## src/rtl/bfd_pkg.sv

```systemverilog
`default_nettype none

package bfd_pkg;

	localparam int PIX_W = 24;
	localparam int CH_W = 8;
	localparam int NUM_CH = 3;
	localparam int LANE_W = 14;
	localparam int SUM_W = NUM_CH * LANE_W;
	localparam int POS_W = 10;
	localparam int SUB_W = 3;
	localparam int SHIFT_W = 2;
	localparam int DWIDTH_W = 11;
	localparam int CFG_IDX_W = 1;
	localparam int CFG_DATA_W = 11;
	localparam int QUEUE_DEPTH = 4;
	localparam logic [DWIDTH_W-1:0] DWIDTH_RESET = 11'd640;

	typedef enum logic [CFG_IDX_W-1:0] {
		REG_SCALE_SHIFT   = 1'b0,
		REG_DISPLAY_WIDTH = 1'b1
	} cfg_reg_t;

	typedef struct packed {
		logic [SUM_W-1:0]   seg;
		logic [POS_W-1:0]   x;
		logic [POS_W-1:0]   y;
		logic               first_row;
		logic               emit;
		logic [SHIFT_W-1:0] shift;
	} bfd_cmd_t;

	function automatic logic [SUM_W-1:0] lane_add(input logic [SUM_W-1:0] a,
		input logic [SUM_W-1:0] b);
		logic [SUM_W-1:0] r;
		for (int i = 0; i < NUM_CH; i++) begin
			r[i*LANE_W +: LANE_W] = a[i*LANE_W +: LANE_W] + b[i*LANE_W +: LANE_W];
		end
		return r;
	endfunction

	function automatic logic [SUM_W-1:0] spread_pixel(input logic [PIX_W-1:0] p);
		logic [SUM_W-1:0] r;
		for (int i = 0; i < NUM_CH; i++) begin
			r[i*LANE_W +: LANE_W] = LANE_W'(p[i*CH_W +: CH_W]);
		end
		return r;
	endfunction

	function automatic logic [PIX_W-1:0] pack_average(input logic [SUM_W-1:0] sum,
		input logic [SHIFT_W-1:0] s);
		logic [PIX_W-1:0]   r;
		logic [LANE_W-1:0]  lane;
		logic [SHIFT_W:0]   sh;
		sh = {s, 1'b0};
		for (int i = 0; i < NUM_CH; i++) begin
			lane = sum[i*LANE_W +: LANE_W] >> sh;
			r[i*CH_W +: CH_W] = lane[CH_W-1:0];
		end
		return r;
	endfunction

endpackage

`default_nettype wire

```

## src/rtl/bfd_queue.sv

```systemverilog
`default_nettype none

module bfd_queue import bfd_pkg::*; (
	input  logic     clk,
	input  logic     arst_n,
	input  logic     push,
	input  bfd_cmd_t push_cmd,
	output logic     full,
	input  logic     pop,
	output bfd_cmd_t pop_cmd,
	output logic     nonempty
);

	localparam int PTR_W = $clog2(QUEUE_DEPTH);
	localparam int CNT_W = $clog2(QUEUE_DEPTH + 1);

	bfd_cmd_t         entries_q [QUEUE_DEPTH];
	logic [PTR_W-1:0] wr_ptr_q;
	logic [PTR_W-1:0] rd_ptr_q;
	logic [CNT_W-1:0] count_q;

	assign full = (count_q == CNT_W'(QUEUE_DEPTH));
	assign nonempty = (count_q != '0);
	assign pop_cmd = entries_q[rd_ptr_q];

	always_ff @(posedge clk) begin
		if (push) begin
			entries_q[wr_ptr_q] <= push_cmd;
		end
	end

	always_ff @(posedge clk or negedge arst_n) begin
		if (!arst_n) begin
			wr_ptr_q <= '0;
			rd_ptr_q <= '0;
			count_q <= '0;
		end else begin
			if (push) begin
				wr_ptr_q <= (wr_ptr_q == PTR_W'(QUEUE_DEPTH - 1)) ? '0 : wr_ptr_q + 1'b1;
			end
			if (pop) begin
				rd_ptr_q <= (rd_ptr_q == PTR_W'(QUEUE_DEPTH - 1)) ? '0 : rd_ptr_q + 1'b1;
			end
			if (push && !pop) begin
				count_q <= count_q + 1'b1;
			end else if (pop && !push) begin
				count_q <= count_q - 1'b1;
			end
		end
	end

endmodule

`default_nettype wire

```

## config.mk

```make
export PLATFORM = sky130hd
export DESIGN_NAME = bfd_queue
export DESIGN_NICKNAME = d
export VERILOG_FILES = /design/src/rtl/bfd_pkg.sv /design/src/rtl/bfd_queue.sv
export SDC_FILE = /design/constraint.sdc
export NUM_CORES = 1
export LEC_CHECK = 0
export BUFFER_PORTS_ARGS = -buffer_cell sky130_fd_sc_hd__clkbuf_2
export CAP_MARGIN = 15
export CORE_ASPECT_RATIO = 0.7
export CORE_MARGIN = 2
export CORE_UTILIZATION = 45
export CTS_CLUSTER_SIZE = 30
export DETAILED_ROUTE_END_ITERATION = 10
export GPL_TIMING_DRIVEN = 1
export PLACE_DENSITY_LB_ADDON = 0.1
export SLEW_MARGIN = 0
export SYNTH_ARGS = -nofsm -noshare
export SYNTH_HDL_FRONTEND = slang
export SYNTH_SLANG_ARGS = --single-unit
export TNS_END_PERCENT = 30
```

## constraint.sdc

```tcl
create_clock -name clk -period 3.23 [get_ports clk]
set_input_delay 0.1615 -clock clk [delete_from_list [all_inputs] [get_ports clk]]
set_output_delay 0.1615 -clock clk [all_outputs]
set_load 0.05 [all_outputs]
```

After elaboration in Yosys (flattened, before gate mapping)
Memory sizes are Yosys's and may differ from the RTL's.
Cells that the tools add are included.
- $add $sub $neg: 4
- equal/unequal tests: 3
- reduce and logical (&&, ||, !) cells: 6
- muxes and demuxes: 6
- operators by type and width (cell ; number):
    $mux W3 ; 2
    $add A2 B1 Y2 const B ; 2
    $eq A2 B2 Y1 const B ; 2
    $mux W2 ; 2
    $add A3 B1 Y3 const B ; 1
    $eq A3 B3 Y1 const B ; 1
    $reduce_bool A3 Y1 ; 1
    $sub A3 B1 Y3 const B ; 1
    $logic_and A1 B1 Y1 ; 2
    $logic_not A1 Y1 ; 2
    $mux W1 ; 2
    $reduce_bool A2 Y1 ; 1
- RAM bits: 264
- logic and storage cells: 23
- register bits: 7
- bits of input ports: 70
- output and inout port bits: 68
- memories: 1
- memory list (memory ; words ; width ; read ports ; clocked after Yosys merged registers in ; write ports ; RTL line ; text):
    entries_q ; 4 ; 66 ; 1 ; 0 ; 1 ; bfd_queue.sv:17 ; bfd_cmd_t entries_q [QUEUE_DEPTH];

Depth between registers and ports, before layout
Gate-level depths: netlist of run 1.
- word-level depth: 4
- gate-level depth with buffers: 7
- mapped depth without buffers: 7

Worst setup path before layout of run 1
OpenSTA, ideal clock, no wires.
- path kind: register -> register
- start: reg wr_ptr_q[0]
- end: mem entries_q[0][0] in the netlist's numbering (enable)
- library setup time: 0.431 ns
- arrival: 2.174 ns
- slack: 0.625 ns
- stages on the path, launching flop included: 4
- required time: 2.799 ns
- buffers on the path: 0
- cells stage by stage: dfrtp_1 -> inv_1 -> ha_1 -> and2_1
- RTL lines (item ; RTL line ; text):
    from (decl) ; bfd_queue.sv:18 ; logic [PTR_W-1:0] wr_ptr_q;
    from (signal assigned) ; bfd_queue.sv:39 ; wr_ptr_q <= (wr_ptr_q == PTR_W'(QUEUE_DEPTH - 1)) ? '0 : wr_ptr_q + 1'b1;
    to (decl) ; bfd_queue.sv:17 ;
Straight into the memory's write port.

==> results of run 1 <==
## layout by cell type, fill, tap and decap left out, types with 3 or more instances in the layout
cell type      count
clkinv_1           4
and2_4             4
inv_1              4
edfxtp_1         264
clkbuf_16         27
dlygate4sd3_1     69
clkbuf_1          10
nor2_1             3
clkinv_2           3
mux2_2             3
ha_1               6
clkbuf_2         137
dfrtp_1            5
buf_12             6
mux4_2            66
## cell type report
class	count	area [um2]
Clock inverter	10	97.59
Tap cell	282	352.8
Inverter	4	15.01
Clock buffer	39	740.7
Sequential cell	271	8110
Multi-Input combinational cell	92	1719
Fill cell	1616	9128
Antenna cell	1	2.502
Timing Repair Buffer	214	1511
## power by group
part           switching, W  internal [W]  total, W  leakage (nW)
clock               0.00121       0.00174   0.00296         0.405
combinational       0.00309       0.00144   0.00452          1.46
sequential         0.000327       0.00451   0.00484          2.51
total               0.00463       0.00770    0.0123          4.37
## path summary, 6_finish.rpt
check / startpoint / endpoint / cells after the start
setup / recovery: rd_ptr_q[0] / pop_cmd[7] / 3
hold / removal: arst_n / count_q[2] / 2
setup reg to reg: wr_ptr_q[0] / entries_q[2][26] / 4
hold reg to reg: count_q[2] / count_q[2] / 1
max in group asynchronous: arst_n / rd_ptr_q[0] / 2
min in group clk: push_cmd[5] / entries_q[3][5] / 2
## routing by layer
layer  up-vias  part of all wire (%)  track usage, %
met5         -                     0               0
met4         0                   1.9           3.826
met3        27                   5.6           4.104
met2       125                    47           26.75
met1      2456                    45           22.45
li1       2098                     -               -
## timing repair
action | in CTS | in global routing
setup buffers | 0 | 0
hold buffers | 69 | 0
endpoints found under the hold margin | 275 | 0
## state kept, by name, indices dropped and copies added (netlist names)
name       cells
entries_q    264
count_q        3
rd_ptr_q       2
wr_ptr_q       2
## cell families after synthesis
family | after synthesis | share of synthesized area [%]
compound gates | 2 | 0.1005
xor+xnor | 3 | 0.2639
fa+ha+maj | 7 | 0.9548
buf+inv | 19 | 1.482
flops | 271 | 81.36
mux | 69 | 15.26
simple gates | 11 | 0.5779
## stage by stage
step	instances	worst slack (ps)	power, W	hold slack (ps)	utilization, %
final	913	597.4	0.01232	40.81	57.89
after global routing	913	431.6	0.01285	34.38	57.89
after CTS	912	507.4	0.01250	12.79	57.88
after detailed placement	794	1063	0.009469	17.40	50.83
after global placement	794	1061	0.009425	14.06	50.83
after floorplan	382	625.1	0.008435	-134.1	-
==> impl_metrics.json, run 1 <==
{
  "status": "complete, no violations",
  "final_area_mm2": 0.01255,
  "syn_to_final_growth_pct": 26.00,
  "cp_slowest_cell": "dfrtp_4",
  "grt_first_pass_wirelength_mm": 28.86,
  "ant_nets": 0,
  "finalSetupViolations": 0,
  "die_h_um": 128.5,
  "crit_family": "flip-flops",
  "rows": 45,
  "worstPathArrival_ps": 2470,
  "grt_pass1_vias": 5222,
  "maxCapViolations": 0,
  "yosysTopAreaCellShare_pct": 79.60,
  "yosysMostFrequentCell": "edfxtp_1",
  "vias": 4706,
  "cts_buffers": 27,
  "core_mm2": 0.02168,
  "dieArea_mm2": 0.02336,
  "path_buf_inv": 2,
  "start_kind": "flip-flop",
  "clk_latency_ps": 520,
  "fin_tns_setup_ps": 0,
  "synth-edff-count": 264,
  "synthArstFlopShare_pct": 2.583,
  "ys.warnings.count": 0,
  "crit_type": "flip-flop to primary output",
  "start_util_pct": 45.95,
  "maxSlewHeadroom_pct": 57.40,
  "postSynthRegisterBits": 271,
  "layout_min_cycle_time_ps": 2633,
  "wl_mm": 18.67,
  "power_density_mw_per_mm2": 982.0,
  "syn_area_mm2": 0.009960,
  "skew_ps": 7.300,
  "nets": 687,
  "r2r_slack_ps": 1280,
  "finalHoldViolations": 0,
  "viasPerCell": 5.154,
  "synthTopCellsByCount": "edfxtp_1 (264), mux4_2 (66), dfrtp_1 (7), ha_1 (6)",
  "cpPeakStageDelay_ps": 790,
  "worstPathMaxFanout": 27,
  "cp-end-kind": "primary output",
  "synthCells": 382,
  "ctsResizeCount": 0,
  "syn-num-nets": 459,
  "slew_violations": 0,
  "htreeDepth": 1,
  "synth_top_area_cell": "edfxtp_1",
  "grt_remaining_overflow": 0,
  "synth.area.top_cells": "edfxtp_1 (80%), mux4_2 (15%), dfrtp_1 (1.8%)",
  "remaining_drc_errors": 0,
  "syn_avg_cell_area_um2": 26.07,
  "die_width_um": 181.8,
  "ys_types": 20,
  "crit_chain": "buf_12, mux4_2, clkbuf_2",
  "dp_hpwl_mm": 10.92,
  "cts.sinks": 271,
  "layout-drive-gt1-share_pct": 40.48,
  "cts_tree": "done",
  "cellLeakagePower_nw": 4.373,
  "clock.fmax_ghz": 0.3799,
  "placed_area_mm2": 0.01102,
  "first_pass_iters": 4,
  "numPortBuffers": 137,
  "wl_per_cell_um": 20.45,
  "grt.total_usage_pct": 16.31,
  "place_congestion": 0.7020,
  "worstMarginPinSlew_ps": 639.0,
  "ios": 138,
  "ys.flop_type": "edfxtp_1",
  "vdd_drop_max_mv": 0.5269,
  "yosysSeqAreaShare_pct": 81.36,
  "hold_class": "input pin to asynchronous set/reset pin",
  "clk_path_buf_depth": 3,
  "min_period_over_period_pct": 81.51,
  "drt-initial-drc-count": 300,
  "required_ps": 3070,
  "grt_max_degree": 39,
  "clkTransAtPathRegs_ps": 60,
  "grt_antenna_before_repair": 1,
  "cts_root_buf": "clkbuf_16",
  "rsz0062_at_grt": "false"
}
Note: power is estimated with default switching activity, not from simulation.
==> run 2, diff against run 1 <==
- clock period: 3.23 -> 2.55 ns (I/O delays scaled with it)
==> run 2 against run 1 <==
Against the previous run: via count is 0.49% lower; combinational power is 31% higher; die area stayed put; total power is 26% higher; final cell count is 0.22% higher; sequential power is 25% higher; design area is 0.29% higher; register-to-register slack worse by 510 ps; sequential share of layout area is 0.19 points lower.
==> impl_metrics.json, run 2 (synthesis results as in run 1) <==
{
  "required_ps": 2420,
  "worst_r2r_startpoint": "wr_ptr_q[0]",
  "die_width_um": 181.8,
  "grt.total_usage_pct": 15.99,
  "viasPerCell": 5.118,
  "first_pass_iters": 4,
  "clock.fmax_ghz": 0.4176,
  "cts_root_buf": "clkbuf_16",
  "syn_to_final_growth_pct": 26.37,
  "skew_ps": 5.070,
  "maxCapViolations": 0,
  "nets": 692,
  "dp_slack_ps": 637.6,
  "total_power_w": 0.01553,
  "dp_hpwl_mm": 10.83,
  "worstPathMaxFanout": 20,
  "crit_type": "flip-flop to primary output",
  "start_util_pct": 45.95,
  "remaining_drc_errors": 0,
  "vias": 4683,
  "largest_register_ffs": 264,
  "layout_min_cycle_time_ps": 2395,
  "rows": 45,
  "start_kind": "flip-flop",
  "grt_remaining_overflow": 0,
  "cts_tree": "done",
  "dieArea_mm2": 0.02336,
  "layout-drive-gt1-share_pct": 41.46,
  "htreeDepth": 1,
  "setup_slack_ps": 155.4,
  "gr-max-usage-layer": "met2",
  "die_h_um": 128.5,
  "grt_pass1_vias": 5014,
  "grt_antenna_before_repair": 1,
  "finalHoldViolations": 0,
  "layout_common_cells": "edfxtp_1 (264), clkbuf_2 (137), dlygate4sd3_1 (70)",
  "core_mm2": 0.02168,
  "reg_top3": "entries_q (264), count_q (3)",
  "worstMarginPinSlew_ps": 481.0,
  "cp-end-kind": "primary output",
  "cts.sinks": 271,
  "min_period_over_period_pct": 93.91,
  "placed_area_mm2": 0.01108,
  "fin_tns_setup_ps": 0,
  "use_met2_pct": 27.16,
  "ctsResizeCount": 0,
  "regMostFlops": "entries_q",
  "cellLeakagePower_nw": 4.395,
  "rsz0062_at_grt": "false",
  "clk_path_buf_depth": 3,
  "grt_max_degree": 37,
  "clkTransAtPathRegs_ps": 60,
  "wl_per_cell_um": 19.93,
  "min_from": "push_cmd[17]",
  "ios": 138,
  "numPortBuffers": 137,
  "power_density_mw_per_mm2": 1234,
  "finalSetupViolations": 0,
  "clk_latency_ps": 520,
  "final_common_cell": "edfxtp_1",
  "ant_nets": 0,
  "vdd_drop_max_mv": 0.7540,
  "cts_hold_buffers": 70,
  "status": "complete, no violations",
  "hold_class": "input pin to flip-flop",
  "place_congestion": 0.7050,
  "final_area_mm2": 0.01259,
  "worstPathArrival_ps": 2270,
  "startpoint": "rd_ptr_q[0]",
  "grt_first_pass_wirelength_mm": 28.09,
  "slew_violations": 0,
  "wl_mm": 18.24,
  "cts_setup_buffers": 0,
  "cts_buffers": 26,
  "met1_usage_pct": 21.14,
  "maxSlewHeadroom_pct": 67.93,
  "drt-initial-drc-count": 251,
  "met3_usage_pct": 4.331
}
-- run 2: worst max-delay path: stages (launching register included) --
cell and delay, ps:
dfrtp_4 670, buf_12 270, mux4_2 550, clkbuf_2 260
-- run 2: through the flow --
stage	instances	util, %	hold slack, ps
floorplan	382	-	-168.1
global placement	799	51.12	-19.38
detailed placement	799	51.12	-16.06
CTS	914	58.05	338.2
global route	915	58.06	349.4
finish	915	58.06	360.5
-- run 2: final cells by class --
class,count,area (um2)
antenna,1,2.502
clock buffer,30,665.6
clock inverter,15,136.4
fill,1573,9091
inverter,4,15.01
multi-input combinational,92,1719
sequential,271,8110
tap,282,352.8
timing repair buffer,220,1584
-- run 2: path summary, 6_finish.rpt --
check / slack, ps / cells past startpoint / end
max: 160 / 3 / pop_cmd[31]
min: 360 / 2 / entries_q[2][17]
min in group asynchronous: 580 / 3 / wr_ptr_q[1]
max reg2reg: 770 / 4 / entries_q[2][14]
min reg2reg: 500 / 1 / count_q[2]
max in group asynchronous: 1670 / 3 / rd_ptr_q[0]
-- run 2: power breakdown --
part	total, W	switching [W]	internal, W
logic	0.00590	0.00401	0.00188
clock network	0.00358	0.00151	0.00207
registers	0.00605	0.000331	0.00572
total	0.0155	0.00586	0.00967
-- run 2: per-layer routing --
metal,wire length (um),vias up
met3,1173,27
met5,0,-
met2,9002,127
met4,282,0
li1,-,2095
met1,7777,2434
